**config.mk**
```make
export PLATFORM = sky130hd
export DESIGN_NAME = mcd_token
export DESIGN_NICKNAME = d
export VERILOG_FILES = /design/src/hdl/mcd_pkg.sv /design/src/hdl/mcd_token.sv
export SDC_FILE = /design/constraint.sdc
export NUM_CORES = 1
export LEC_CHECK = 0
export BUFFER_PORTS_ARGS = -buffer_cell sky130_fd_sc_hd__buf_2
export CORE_MARGIN = 8
export CORE_UTILIZATION = 48
export CTS_BUF_LIST = sky130_fd_sc_hd__clkbuf_16
export DETAILED_ROUTE_END_ITERATION = 16
export GPL_ROUTABILITY_DRIVEN = 0
export GPL_TIMING_DRIVEN = 0
export PLACE_DENSITY = 0.71
export SLEW_MARGIN = 10
export SYNTH_ARGS = -nofsm -noshare
export SYNTH_HDL_FRONTEND = slang
export SYNTH_SLANG_ARGS = --single-unit
```
**constraint.sdc**
```tcl
create_clock -name clock -period 2.12 [get_ports clock]
set_input_delay 0.106 -clock clock [delete_from_list [all_inputs] [get_ports clock]]
set_output_delay 0.106 -clock clock [all_outputs]
set_load 0.02 [all_outputs]
```
**src/hdl/mcd_pkg.sv**
```systemverilog
// ----------------------------------------------------------------------------
// mcd_pkg
// Shared types and character codes for the Morse trie decoder.
// ----------------------------------------------------------------------------
package mcd_pkg;

   localparam int CHAR_W   = 8;
   localparam int LOAD_LEN_W  = 4;
   localparam int LOAD_BITS_W = 9;
   localparam int EXT_W    = 16;

   localparam logic [CHAR_W-1:0] CH_DOT   = 8'h2E;
   localparam logic [CHAR_W-1:0] CH_SLASH = 8'h2F;
   localparam logic [CHAR_W-1:0] CH_SPACE = 8'h20;
   localparam logic [CHAR_W-1:0] CH_NL    = 8'h0A;

   typedef struct packed {
      logic              valid;
      logic [CHAR_W-1:0] letter;
   } entry_type;

   typedef struct packed {
      logic pending;
      logic overflowed;
      logic slash_only;
   } tok_flags_type;

endpackage

```
**src/hdl/mcd_token.sv**
```systemverilog
// ----------------------------------------------------------------------------
// mcd_token
// Collects the dot/dash path of the current token and forms its table index.
// ----------------------------------------------------------------------------
module mcd_token #(
   parameter int MAX_CODE_LEN = 9
) (
   input  logic                          clock,
   input  logic                          reset,
   input  logic                          step,
   input  logic                          clear,
   input  logic [mcd_pkg::CHAR_W-1:0]    ch,
   output mcd_pkg::tok_flags_type        flags,
   output logic [MAX_CODE_LEN:0]         index
);

   localparam int LW = $clog2(MAX_CODE_LEN + 1);

   logic [MAX_CODE_LEN-1:0] path_bits_ff, path_bits_in;
   logic [LW-1:0]           path_len_ff, path_len_in;
   logic                    slash_only_ff, slash_only_in;
   logic                    overflowed_ff, overflowed_in;
   logic [MAX_CODE_LEN-1:0] mask;

   always_comb begin
      path_bits_in  = path_bits_ff;
      path_len_in   = path_len_ff;
      slash_only_in = slash_only_ff;
      overflowed_in = overflowed_ff;
      if (clear) begin
         path_bits_in  = '0;
         path_len_in   = '0;
         slash_only_in = 1'b0;
         overflowed_in = 1'b0;
      end else if (step) begin
         if (path_len_ff >= LW'(MAX_CODE_LEN)) begin
            overflowed_in = 1'b1;
            slash_only_in = 1'b0;
         end else begin
            slash_only_in = (path_len_ff == '0) && (ch == mcd_pkg::CH_SLASH);
            for (int i = 0; i < MAX_CODE_LEN; i++) begin
               if ((LW'(i) == path_len_ff) && (ch != mcd_pkg::CH_DOT)) begin
                  path_bits_in[i] = 1'b1;
               end
            end
            path_len_in = path_len_ff + 1'b1;
         end
      end
   end

   always_ff @(posedge clock) begin
      if (reset) begin
         path_bits_ff  <= '0;
         path_len_ff   <= '0;
         slash_only_ff <= 1'b0;
         overflowed_ff <= 1'b0;
      end else begin
         path_bits_ff  <= path_bits_in;
         path_len_ff   <= path_len_in;
         slash_only_ff <= slash_only_in;
         overflowed_ff <= overflowed_in;
      end
   end

   always_comb begin
      for (int i = 0; i < MAX_CODE_LEN; i++) begin
         mask[i] = LW'(i) < path_len_ff;
      end
   end

   // node of depth L with bits b sits at (2^L - 1) + b
   assign index = {1'b0, mask} + {1'b0, path_bits_ff};

   assign flags.pending    = (path_len_ff != '0) || overflowed_ff;
   assign flags.overflowed = overflowed_ff;
   assign flags.slash_only = slash_only_ff;

endmodule

```
==> reports/metrics.csv <==
metric,value,unit
status,finished with violations,
failing checks,setup timing,
period utilization,122,%
antenna violations before repair,0,
Die Area,0.00408,mm2
min Tclk post-route,2.60,ns
Worst setup SP type,flip-flop,
"Clk Latency, worst-skew pair",0.24,ns
"Seq/Total Area, Yosys",27.3,%
"most common cell after layout, fill and taps aside",buf_4,
critical-path cell list,inv_4 > ha_4 > nand2_4 > ha_4 > inv_2 > fa_2 > nand3b_1 > a22oi_2 > nand2_1 > a31oi_2 > xor2_2 > buf_6,
Final ANT Viol Nets,0,
Syn Inst Count,125,
"commonest cells after routing, fill and taps aside","buf_4, buf_2, dfxtp_1, nor2_1, ha_1",
htree depth,1,
Yosys top cell area share,27.3,%
IO Pins,25,
setup violators final,7,
total power,732,uW
Post-synth EDFFs,0,
clk root buf,clkbuf_16,
fraction of layout cells with a size suffix above 1,52.7,%
synth top area cells,"dfxtp_1, ha_1, xnor2_1, a32o_1, nor2_1",
Yosys top cell by area,dfxtp_1,
Setup Crit Path Kind,flip-flop to output pin,
Area Growth Syn to Fin,57.5,%
Die X,63.9,um
worst hold slack,0.151,ns
first-pass GRT wire length,5220,um
Final nets,197,
worst-path fanout max,4,
Rows,17,
final HPWL from detailed placement,2130,um
TritonCTS Buffers,3,
slowest cell on the critical path,dfxtp_4,
GR peak layer,met2,
total global routing overflow,0,
"Clk pin slew, worst setup/hold paths",0.05,ns
Syn. warnings,0,
Synth Area per Inst,8.80,um2
setup ws final,-0.476,ns
RSZ-0062 raised after global routing,true,
All-Layer GR Usage,15.9,%
Max Clk Rate,0.385,GHz
via count,1078,
largest net degree at the start of global routing,11,
Slew @ Worst Pin,0.532,ns
Critical Path RT,2.01,ns
DRC marker count from the first detailed-route iteration,49,
leak pwr,0.848,nW
Critical Path Max Stage Delay,0.37,ns
global routing usage on met2,30.7,%
GR Layer Usage met1,16.8,%
Critical Path Sink Type,output pin,
Most used DFF post-synth,dfxtp_1,
power density over the cells,423,mW/mm2
starting density of the core,50.2,%
Port Buf Inserts,24,
drt via density,5.47,
DRC viols,0,
mapped cell area,0.00110,mm2
clock buffer depth,2,
die height,63.9,um
max cap viols,0,
Hold Fails Final Rpt,0,
Synth async-reset ratio,0,%
Max Transition Viols Final,0,
Worst EP arrival,2.49,ns
Slew headroom,64.5,%
drt wl/cell,16.2,um
Max rail drop VDD,0.000482,V
number of detailed-route iterations in the first pass,4,
clock sink count,15,
Routed WL,3200,um
Setup Skew,0.00371,ns
synthesized net count,152,
hold crit path type,primary input to flip-flop,
met3 track demand over resource,3.31,%
post-synthesis register bit count,15,
core area,0.00219,mm2
CTS tree,done,
# diodes,0,
critical path's most frequent cell,ha_4,
distinct cell type count after synthesis,39,
number of global-route vias before repair,1128,
[Yosys cell counts, types with 2 or more instances]
cell type	instances
a21o_1	4
a21oi_1	6
a31oi_1	4
a32o_1	5
a32o_2	2
buf_4	2
clkbuf_1	2
dfxtp_1	15
ha_1	14
inv_1	9
nand2_1	7
nand3_1	3
nand3b_1	2
nor2_1	11
nor2_2	2
nor2b_1	2
o21ai_0	2
or2_2	4
xnor2_1	6
xor2_1	4
[through the flow]
step,worst slack (ns),cell area (um2),util [%],setup TNS (ns),cells
final,-0.476,1730,79.0,-2.40,197
after floorplan,-0.120,1240,-,-0.367,125
after global placement,-0.315,1390,63.6,-1.11,177
after detailed placement,-0.404,1390,63.6,-1.36,177
after CTS,-0.493,1710,78.0,-2.55,197
after global routing,-0.565,1730,79.0,-2.98,197
[final cells by class]
class | count | area, um2
Inverter | 9 | 38.8
Clock inverter | 1 | 5.00
Tap cell | 28 | 35.0
Buffer | 4 | 32.5
Fill cell | 142 | 459
Clock buffer | 3 | 75.1
Multi-Input combinational cell | 96 | 950
Sequential cell | 15 | 315
Timing Repair Buffer | 41 | 280
[cells by family (layout without fill, tap and decap cells)]
family                     Yosys count  in the layout  share of synthesized area, %
xor gates and xnor gates            10             10                          7.96
muxes                                1              1                         0.910
AOI/OAI and AO/OA                   30             30                          21.2
DFF                                 15             15                          27.3
and+or+nand+nor                     40             40                          19.3
adders and majority gates           15             15                          17.7
buffers and inverters               14             58                          5.57
[per-layer routing]
layer | routed length (um) | vias to the layer above | share of wire, %
met5 | 0 | - | 0
met4 | 31 | 0 | 0.97
met3 | 96 | 5 | 3.0
met2 | 1760 | 16 | 55
met1 | 1320 | 523 | 41
li1 | - | 534 | -
[repair_timing]
item	in CTS	in global routing
endpoints found under the setup margin	8	7
pin swaps	19	13
hold buffers	0	0
setup buffers	16	2
resized for setup	28	5
[state kept, by name, indices dropped and copies added, names as in the netlist]
| signal | count |
|---|---|
| slash_only_ff | 1 |
| path_bits_ff | 9 |
| overflowed_ff | 1 |
| path_len_ff | 4 |
[path summary, 6_finish.rpt]
kind,start,end,slack (ns),cells after the start
worst max-delay path,path_len_ff[1],index[8],-0.48,12
worst max register to register,path_len_ff[0],path_bits_ff[5],0.16,8
worst min register to register,path_bits_ff[7],path_bits_ff[7],0.50,1
worst min-delay path,step,overflowed_ff,0.15,3
[power breakdown]
part           switching (mW)  total [mW]  internal, mW  leakage (nW)
combinational          0.0442      0.0816        0.0374         0.683
clock                   0.113       0.365         0.252        0.0409
sequential            0.00411       0.286         0.281         0.124
[critical path: cells and delay by family, from the launching register on]
kind / cells / cell delay (ns)
adder cells (fa/ha/maj): 3 / 0.66
AO/OA/AOI/OAI: 2 / 0.47
flip-flops: 1 / 0.37
AND/OR/NAND/NOR: 3 / 0.36
buffers and inverters: 3 / 0.22
XOR/XNOR: 1 / 0.17
No activity file was read; power rests on OpenSTA's default activity.
